**src/rtl/skvt_pkg.sv**
```systemverilog
`timescale 1ns / 1ps
// ----------------------------------------------------------------------------
// Sorted key/value table package
// Shared constants, transaction types and controller/datapath interface types.
// ----------------------------------------------------------------------------
package skvt_pkg;

    localparam int CAPACITY = 64;
    localparam int IDX_W    = $clog2(CAPACITY);
    localparam int CNT_W    = $clog2(CAPACITY + 1);

    localparam logic [2:0] OP_ADD   = 3'd0;
    localparam logic [2:0] OP_GET   = 3'd1;
    localparam logic [2:0] OP_SET   = 3'd2;
    localparam logic [2:0] OP_ERASE = 3'd3;
    localparam logic [2:0] OP_CLEAR = 3'd4;
    localparam logic [2:0] OP_SIZE  = 3'd5;

    localparam logic [1:0] ST_OK      = 2'd0;
    localparam logic [1:0] ST_DUP     = 2'd1;
    localparam logic [1:0] ST_MISSING = 2'd2;
    localparam logic [1:0] ST_FULL    = 2'd3;

    typedef struct packed {
        logic [2:0]         opcode;
        logic signed [63:0] key;
        logic [31:0]        value;
    } skvt_req_t;

    typedef struct packed {
        logic [1:0]       status;
        logic [31:0]      value_out;
        logic [CNT_W-1:0] count;
    } skvt_rsp_t;

    typedef enum logic [2:0] {
        S_IDLE,
        S_SEARCH,
        S_CMP,
        S_DECIDE,
        S_SHIFT,
        S_INSERT
    } skvt_state_t;

    typedef enum logic [1:0] {
        RD_NONE,
        RD_MID,
        RD_SHIFT
    } skvt_rd_sel_t;

    typedef enum logic [1:0] {
        WR_NONE,
        WR_SHIFT,
        WR_NEW,
        WR_VAL
    } skvt_wr_sel_t;

    typedef enum logic [1:0] {
        CNT_KEEP,
        CNT_INC,
        CNT_DEC,
        CNT_CLR
    } skvt_cnt_op_t;

    typedef struct packed {
        logic         load;
        logic         compare;
        logic         shift_init;
        logic         shift_step;
        skvt_rd_sel_t rd_sel;
        skvt_wr_sel_t wr_sel;
        logic         finish;
        logic [1:0]   status;
        logic         value_en;
        skvt_cnt_op_t cnt_op;
    } skvt_cmd_t;

    typedef struct packed {
        logic [2:0] op;
        logic       search_open;
        logic       hit;
        logic       full;
        logic       shift_more;
    } skvt_stat_t;

endpackage

```
**src/rtl/skvt_ctrl.sv**
```systemverilog
`timescale 1ns / 1ps
// ----------------------------------------------------------------------------
// Sorted key/value table controller
// Sequences search probes, entry shifts and result issue for one transaction.
// ----------------------------------------------------------------------------
module skvt_ctrl
(
    input  logic                 clk,
    input  logic                 rst_n,
    input  logic                 start,
    input  skvt_pkg::skvt_stat_t stat,
    output logic                 busy,
    output skvt_pkg::skvt_cmd_t  cmd
);

    skvt_pkg::skvt_state_t state_reg;
    skvt_pkg::skvt_state_t state_next;

    always_ff @(posedge clk or negedge rst_n)
    begin
        if (!rst_n)
        begin
            state_reg <= skvt_pkg::S_IDLE;
        end
        else
        begin
            state_reg <= state_next;
        end
    end

    always_comb
    begin
        state_next     = state_reg;
        cmd            = '0;
        cmd.rd_sel     = skvt_pkg::RD_NONE;
        cmd.wr_sel     = skvt_pkg::WR_NONE;
        cmd.cnt_op     = skvt_pkg::CNT_KEEP;
        cmd.status     = skvt_pkg::ST_OK;
        case (state_reg)
            skvt_pkg::S_IDLE:
            begin
                if (start)
                begin
                    cmd.load   = 1'b1;
                    state_next = skvt_pkg::S_SEARCH;
                end
            end
            skvt_pkg::S_SEARCH:
            begin
                if (stat.search_open)
                begin
                    cmd.rd_sel = skvt_pkg::RD_MID;
                    state_next = skvt_pkg::S_CMP;
                end
                else
                begin
                    state_next = skvt_pkg::S_DECIDE;
                end
            end
            skvt_pkg::S_CMP:
            begin
                cmd.compare = 1'b1;
                state_next  = skvt_pkg::S_SEARCH;
            end
            skvt_pkg::S_DECIDE:
            begin
                state_next = skvt_pkg::S_IDLE;
                case (stat.op)
                    skvt_pkg::OP_ADD:
                    begin
                        if (stat.hit)
                        begin
                            cmd.finish = 1'b1;
                            cmd.status = skvt_pkg::ST_DUP;
                        end
                        else if (stat.full)
                        begin
                            cmd.finish = 1'b1;
                            cmd.status = skvt_pkg::ST_FULL;
                        end
                        else
                        begin
                            cmd.shift_init = 1'b1;
                            state_next     = skvt_pkg::S_SHIFT;
                        end
                    end
                    skvt_pkg::OP_GET:
                    begin
                        cmd.finish   = 1'b1;
                        cmd.value_en = stat.hit;
                        cmd.status   = stat.hit ? skvt_pkg::ST_OK : skvt_pkg::ST_MISSING;
                    end
                    skvt_pkg::OP_SET:
                    begin
                        cmd.finish = 1'b1;
                        cmd.wr_sel = stat.hit ? skvt_pkg::WR_VAL : skvt_pkg::WR_NONE;
                        cmd.status = stat.hit ? skvt_pkg::ST_OK : skvt_pkg::ST_MISSING;
                    end
                    skvt_pkg::OP_ERASE:
                    begin
                        if (stat.hit)
                        begin
                            cmd.shift_init = 1'b1;
                            state_next     = skvt_pkg::S_SHIFT;
                        end
                        else
                        begin
                            cmd.finish = 1'b1;
                            cmd.status = skvt_pkg::ST_MISSING;
                        end
                    end
                    skvt_pkg::OP_CLEAR:
                    begin
                        cmd.finish = 1'b1;
                        cmd.cnt_op = skvt_pkg::CNT_CLR;
                    end
                    default:
                    begin
                        cmd.finish = 1'b1;
                    end
                endcase
            end
            skvt_pkg::S_SHIFT:
            begin
                // Each cycle reads one entry and writes the one read before it.
                cmd.wr_sel = skvt_pkg::WR_SHIFT;
                if (stat.shift_more)
                begin
                    cmd.rd_sel     = skvt_pkg::RD_SHIFT;
                    cmd.shift_step = 1'b1;
                end
                else if (stat.op == skvt_pkg::OP_ADD)
                begin
                    state_next = skvt_pkg::S_INSERT;
                end
                else
                begin
                    cmd.finish = 1'b1;
                    cmd.cnt_op = skvt_pkg::CNT_DEC;
                    state_next = skvt_pkg::S_IDLE;
                end
            end
            skvt_pkg::S_INSERT:
            begin
                cmd.wr_sel = skvt_pkg::WR_NEW;
                cmd.finish = 1'b1;
                cmd.cnt_op = skvt_pkg::CNT_INC;
                state_next = skvt_pkg::S_IDLE;
            end
            default:
            begin
                state_next = skvt_pkg::S_IDLE;
            end
        endcase
    end

    assign busy = (state_reg != skvt_pkg::S_IDLE);

endmodule

```
**config.mk**
```make
export PLATFORM = sky130hd
export DESIGN_NAME = skvt_ctrl
export DESIGN_NICKNAME = d
export VERILOG_FILES = /design/src/rtl/skvt_pkg.sv /design/src/rtl/skvt_ctrl.sv
export SDC_FILE = /design/constraint.sdc
export NUM_CORES = 1
export LEC_CHECK = 0
export BUFFER_PORTS_ARGS = -buffer_cell sky130_fd_sc_hd__buf_2
export CAP_MARGIN = 10
export CORE_AREA = 3 3 40 42
export CTS_CLUSTER_DIAMETER = 80
export DETAILED_ROUTE_END_ITERATION = 12
export DIE_AREA = 0 0 43 45
export SLEW_MARGIN = 5
export SYNTH_ARGS = -nofsm -noshare
export SYNTH_HDL_FRONTEND = slang
export SYNTH_SLANG_ARGS = --single-unit
```
**constraint.sdc**
```tcl
create_clock -name clk -period 1.3 [get_ports clk]
set_input_delay 0.195 -clock clk [delete_from_list [all_inputs] [get_ports clk]]
set_output_delay 0.195 -clock clk [all_outputs]
set_load 0.01 [all_outputs]
```
Word-level counts from Yosys, hierarchy flattened
Index checks and enable logic that the tools add are counted.
Cells by class
  equal/unequal tests: 11
  muxes and demuxes: 38
  reduce and logical (&&, ||, !) cells: 5
Operators with widths (number)
  2-to-1 mux 3 bit: 11
  case mux 3 bit (5 select lines): 1
  2-to-1 mux 1 bit: 13
  equality test 3 x 2 -> 1 bit (second input constant): 4
  2-to-1 mux 2 bit: 6
  case mux 2 bit (3 select lines): 2
  equality test 3 bit (second input constant): 3
  case mux 3 bit (3 select lines): 1
  equality test 3 x 1 -> 1 bit (second input constant): 2
  zero test 3 bit: 2
  case mux 3 bit (2 select lines): 1
  != test 2 bit (second input constant): 2
  case mux 1 bit (2 select lines): 2
  case mux 2 bit (2 select lines): 1
  nonzero test 3 bit: 1
  AND reduction 2 bit: 1
  OR reduction 2 bit: 1
Word-level totals
  bits in registers: 3
  output and inout bits: 15
  logic and storage cells: 55

Depth between registers and ports, before layout
Gate-level depths: netlist (run 1).
  depth after elaboration: 4
  gate-level depth with buffers: 4
  depth with buffers taken out: 3

Worst setup path after synthesis (run 1)
Ideal clock, no wire load.
  kind: reg2out
  start point: register state_reg[1]
  end point: output port cmd[5] (netlist name)
  data arrival time: 1323 ps
  slack: -218 ps
  cell stages (with the launch flop): 5
  buffers on the path: 1
  cells stage by stage: dfrtp_1 > buf_6 > nand4bb_4 > nor4_1 > a311o_1
RTL lines
  start: declaration: RTL line skvt_ctrl.sv:16  | skvt_pkg::skvt_state_t state_reg;
  start signal: assignment: RTL line skvt_ctrl.sv:23  | state_reg <= skvt_pkg::S_IDLE;
  start signal: assignment: RTL line skvt_ctrl.sv:27  | state_reg <= state_next;
  end: declaration: RTL line skvt_ctrl.sv:13  | output skvt_pkg::skvt_cmd_t cmd

==> results.tsv, run 1 <==
stage	metric	value	unit
final_layout	Fillers	115	
synth	Post-Syn Area	388	um2
synth	Async SR Flop Fraction	100	%
synth	Yosys cell types	26	
worst_setup_path	slowest CP cell	dfrtp_2	
cts	CTS Buffer Depth	2	
cts	htree depth	1	
sta	clock skew	0.00321	ns
sta	Hold Fails Final Rpt	0	
synth	area share of the largest cell type after synthesis	19.4	%
worst_setup_path	crit path capture type	output port	
worst_setup_path	Critical Path AT	1.50	ns
synth	Synth area leaders	dfrtp_1, nand4bb_4, nor2_1	
final_layout	max reg flops	3	
final_layout	Area Growth Syn to Fin	111	%
global_routing	first-pass GRT wire length	2.37	mm
placed_design	number of buffers added on ports	24	
detailed_routing	Detailed Route WL	1.52	mm
die	Initial Util	30.2	%
worst_setup_path	kind of critical path	reg -> out	
final_layout	final non-filler cell total	112	
die	Ports	25	
cts	clock latency at the later pin of the worst-skew pair	0.23	ns
cts	CTS Sinks	3	
final_layout	diode count	0	
placed_design	hpwl dp	1.01	mm
pwr	leakage	0.400	nW
final_layout	layout cells sized above 1	69.1	%
worst_setup_path	Crit path required time	1.11	ns
synth	sequential share of the synthesized area	19.4	%
global_routing	met3 Track Usage GR	2.39	%
worst_setup_path	largest stage delay on the critical path	0.43	ns
sta	Min Clock Period, post-route	1.69	ns
sta	Setup TNS Final	-3.48	ns
sta	Max Clock Freq	0.592	GHz
min_path	Hold WC Path Type	in -> reg	
global_routing	vias in the first global route	550	
min_path	min-delay src	start	
cts	Worst-path clk slew	0.03	ns
die	die width	43	um
final_layout	Post-Route Utilization	63.6	%
synth	synthesized instance count	50	
global_routing	total grt overflow	0	
synth	Top FF cell, synth	dfrtp_1	
synth	count leader, synth	nor2_1	
die	full die area	1940	um2
sta	PnR worst setup slack	-0.391	ns
worst_setup_path	Worst R2R Start	state_reg[1]	
sta	# setup viols final	15	
detailed_routing	antenna-violating nets left	0	
synth	Synth Register Bits	3	
flow_run	Max-cap violations	0	
worst_setup_path	Critical Path Source	state_reg[1]	
detailed_routing	WL per Instance	13.6	um
final_layout	Total Nets Final	108	
detailed_routing	Vias	571	
global_routing	met1 GRT Util	20.6	%
cts	CTS Root Cell	clkbuf_4	
detailed_routing	DRC viols	0	
die	Die Y	45	um
global_routing	GR peak layer	met2	
placed_design	routability cong.	0.842	
sta	fin. max-slew vios	0	
global_routing	routing usage on met2	27.5	%
synth	Ys Warns	0	
sta	Worst-Margin Slew	0.263	ns
cts	Num CTS Buffers	3	
detailed_routing	drt first-iter violations	21	
global_routing	Overall Global Routing Usage	16.8	%
pwr	Max IR drop VDD	0.908	mV
run_status	status	finished with violations	
cts	TritonCTS clock tree	built	
placed_design	Placed Instances	104	
detailed_routing	Initial DRT Pass Iterations	5	
placed_design	dpl ws	-0.197	ns
global_routing	largest net degree at the start of global routing	8	
worst_setup_path	startpoint types	flip-flop	
die	row count	13	
pwr	PD cells	1380	nW/um2
synth	biggest area consumer among synthesized cells	dfrtp_1	
detailed_routing	vias per cell	5.10	
pwr	total chip power	1.13	mW
synth	syn_area_per_cell	7.76	um2
sta	RSZ-0062 raised after global routing	yes	
sta	Final Cycle Share	130	%
die	core area	1280	um2
run_status	failing checks	setup timing	
worst_setup_path	Critical Path Fanout Max	5	
worst_setup_path	critical-path cell list	or3b_4, nor3_4, a311o_1, buf_2	
sta	headroom to the max-slew limit	82.2	%
global_routing	initial antenna violation count	0	
synth	Syn Nets	60	
synth	Post-synth EDFFs	0	
cell usage in the layout (no fill, tap or decap), types with 2 or more instances in the layout:
cell / Yosys / final
buf_2: 3 / 22
buf_4: 0 / 17
buf_6: 1 / 7
nor2_1: 6 / 5
nand2_1: 3 / 3
nor3_2: 2 / 3
clkbuf_4: 0 / 3
o41ai_1: 2 / 2
and2_1: 2 / 2
nand3_1: 2 / 2
and3_4: 0 / 2
o21ai_0: 3 / 2
dfrtp_2: 0 / 2
worst max-delay path: cells and delay by family (launching register included):
family	cells	cell delay (ns)
AO/OA/AOI/OAI	1	0.14
flip-flops	1	0.43
buffers and inverters	1	0.12
AND/OR/NAND/NOR	2	0.57
through the flow:
stage	hold slack (ns)	area [um2]
after floorplan	-0.101	397
after global placement	-0.00773	652
after detailed placement	-0.00916	652
after CTS	0.253	757
after global routing	0.278	817
final	0.267	817
power by group:
part	leakage (nW)	switching, mW	internal [mW]	total [mW]
combinational	0.350	0.365	0.430	0.795
sequential	0.0349	0.0389	0.131	0.170
clock	0.0150	0.0479	0.115	0.163
area by class of cell:
| class | count | area, um2 | area share (%) |
|---|---|---|---|
| clock buffer | 4 | 26.3 | 3.22 |
| inverter | 1 | 3.75 | 0.459 |
| multi-input combinational | 42 | 364 | 44.6 |
| sequential | 3 | 77.6 | 9.49 |
| tap | 15 | 18.8 | 2.30 |
| timing repair buffer | 47 | 327 | 40.0 |
cell families (layout without fill, tap and decap cells):
kind of cell,count (synthesis),count (layout),share of synthesized area (%)
buffers and inverters,5,52,7.74
flip-flops,3,3,19.4
AND/OR/NAND/NOR,29,29,47.7
AO/OA/AOI/OAI,13,13,25.2
worst paths after layout:
path,to,slack (ns),cells after the start
max in group asynchronous,state_reg[1],0.90,2
worst max-delay path,cmd[5],-0.39,4
worst max register to register,state_reg[2],0.01,4
worst min-delay path,state_reg[0],0.27,3
worst min register to register,state_reg[0],0.74,4
min in group asynchronous,state_reg[2],0.28,2
timing repair:
item,4_1_cts,5_1_grt
endpoints found under the hold margin,3,0
resized for setup,11,15
hold buffers,1,0
setup buffers,2,2
setup endpoints to repair,15,17
pin swaps,6,3
per-layer routing:
| layer | part of all wire [%] | vias to the layer above |
|---|---|---|
| met5 | 0 | - |
| met4 | 1.3 | 0 |
| met2 | 53 | 22 |
| li1 | - | 282 |
| met3 | 4.9 | 2 |
| met1 | 41 | 265 |
Power figures use the tool's default switching activity.
==> run 2: changes to the inputs <==
==> constraint.sdc (replaced) <==
create_clock -name clk -period 1.4 [get_ports clk]
set_input_delay 0.21 -clock clk [delete_from_list [all_inputs] [get_ports clk]]
set_output_delay 0.21 -clock clk [all_outputs]
set_load 0.01 [all_outputs]
==> results.tsv, run 2 (synthesis results as in run 1) <==
stage	metric	value	unit
worst_setup_path	kind of critical path	reg -> out	
detailed_routing	antenna-violating nets left	0	
detailed_routing	DRC viols	0	
worst_setup_path	Critical Path Fanout Max	5	
sta	Hold Fails Final Rpt	0	
worst_setup_path	startpoint types	flip-flop	
die	Ports	25	
cts	Num CTS Buffers	3	
final_layout	commonest non-fill, non-tap cells in the layout	buf_2, buf_4, nor2_1	
worst_setup_path	largest stage delay on the critical path	0.41	ns
worst_setup_path	critical-path cell list	or3_1, a311o_1, buf_2	
global_routing	vias in the first global route	497	
final_layout	Area Growth Syn to Fin	98.4	%
sta	RSZ-0062 raised after global routing	yes	
cts	clock latency at the later pin of the worst-skew pair	0.24	ns
detailed_routing	drt first-iter violations	11	
final_layout	most common cell after layout, fill and taps aside	buf_2	
placed_design	number of buffers added on ports	24	
global_routing	first-pass GRT wire length	2.13	mm
detailed_routing	vias per cell	5.09	
sta	PnR worst setup slack	-0.294	ns
global_routing	Overall Global Routing Usage	15.1	%
die	Die Y	45	um
pwr	leakage	0.389	nW
placed_design	routability cong.	0.872	
placed_design	hpwl dp	921	um
sta	Min Clock Period, post-route	1.69	ns
worst_setup_path	crit path capture type	output port	
final_layout	diode count	0	
die	Initial Util	30.2	%
detailed_routing	Vias	560	
min_path	Hold WC Path Type	in -> reg	
global_routing	initial antenna violation count	0	
run_status	status	finished with violations	
flow_run	Max-cap violations	0	
global_routing	largest net degree at the start of global routing	8	
final_layout	footprint of the multi-input gates	354	um2
final_layout	Total Nets Final	106	
worst_setup_path	Critical Path AT	1.48	ns
sta	# setup viols final	15	
global_routing	total grt overflow	0	
cts	CTS Sinks	3	
run_status	failing checks	setup timing	
die	full die area	1940	um2
worst_setup_path	Crit path required time	1.19	ns
sta	headroom to the max-slew limit	80.4	%
cts	CTS Buffer Depth	2	
cts	htree depth	1	
detailed_routing	Detailed Route WL	1.40	mm
die	core area	1280	um2
pwr	Max IR drop VDD	1.14	mV
detailed_routing	WL per Instance	12.7	um
placed_design	Placed Instances	99	
die	die width	43	um
worst_setup_path	slowest CP cell	dfrtp_1	
final_layout	max reg flops	3	
detailed_routing	Initial DRT Pass Iterations	4	
die	row count	13	
cts	CTS Root Cell	clkbuf_4	
cts	TritonCTS clock tree	built	
final_layout	Fillers	114	
sta	Final Cycle Share	121	%
final_layout	layout cells sized above 1	64.2	%
sta	fin. max-slew vios	0	
sta	Max Clock Freq	0.590	GHz
pwr	total chip power	1.08	mW
cts	Worst-path clk slew	0.04	ns
final_layout	Post-Route Utilization	59.9	%
sta	Worst-Margin Slew	0.291	ns
sta	Setup TNS Final	-2.31	ns
sta	clock skew	0.00446	ns
final_layout	final non-filler cell total	110	
pwr	PD cells	1410	nW/um2
final_layout	register area	76.3	um2
run 2: layer usage:
metal  vias to the layer above  wire length, um  track usage [%]
met4                         0                0             7.23
met3                         0               59             3.98
met2                        20              746             24.6
met1                       261              596             18.7
li1                        279                -                -
met5                         -                0                0
run 2: cell type report:
cell class / count / area share, %
Multi-Input combinational cell: 42 / 46.0
Timing Repair Buffer: 45 / 37.7
Sequential cell: 3 / 9.92
Clock buffer: 4 / 3.41
Tap cell: 15 / 2.44
Inverter: 1 / 0.488
run 2: metrics by stage:
step | worst slack, ns | cell area (um2) | hold slack [ns]
2_1_floorplan | -0.0311 | 397 | -0.0856
3_3_place_gp | -0.0616 | 614 | 0.00916
3_5_place_dp | -0.0835 | 614 | 0.00826
4_1_cts | -0.286 | 741 | 0.246
5_1_grt | -0.346 | 769 | 0.293
6_report | -0.294 | 769 | 0.277
run 2: repair_timing:
action / CTS / global route
endpoints found under the hold margin: 3 / 0
resized for setup: 8 / 8
setup endpoints to repair: 14 / 16
hold buffers: 1 / 0
setup buffers: 7 / 0
pin swaps: 6 / 5
run 2: final timing paths:
check                        startpoint            to  slack (ns)  cells after the start
min                               start  state_reg[0]        0.28                      3
max in group asynchronous         rst_n  state_reg[1]        0.99                      2
max                        state_reg[2]        cmd[5]       -0.29                      3
max reg2reg                state_reg[2]  state_reg[1]       -0.05                      8
min in group asynchronous         rst_n  state_reg[1]        0.30                      2
min reg2reg                state_reg[0]  state_reg[0]        0.75                      4
run 2: worst max-delay path: cells and delay by family, from the launching register on:
family	cells	cell delay, ns
AOI/OAI and AO/OA	1	0.32
buffers and inverters	1	0.14
DFF	1	0.41
and+or+nand+nor	1	0.39
run 2: report_power, final:
group          internal [mW]  total, mW  switching [mW]
combinational          0.427      0.769           0.342
sequential             0.121      0.155          0.0345
clock                  0.107      0.157          0.0497
total                  0.655       1.08           0.427
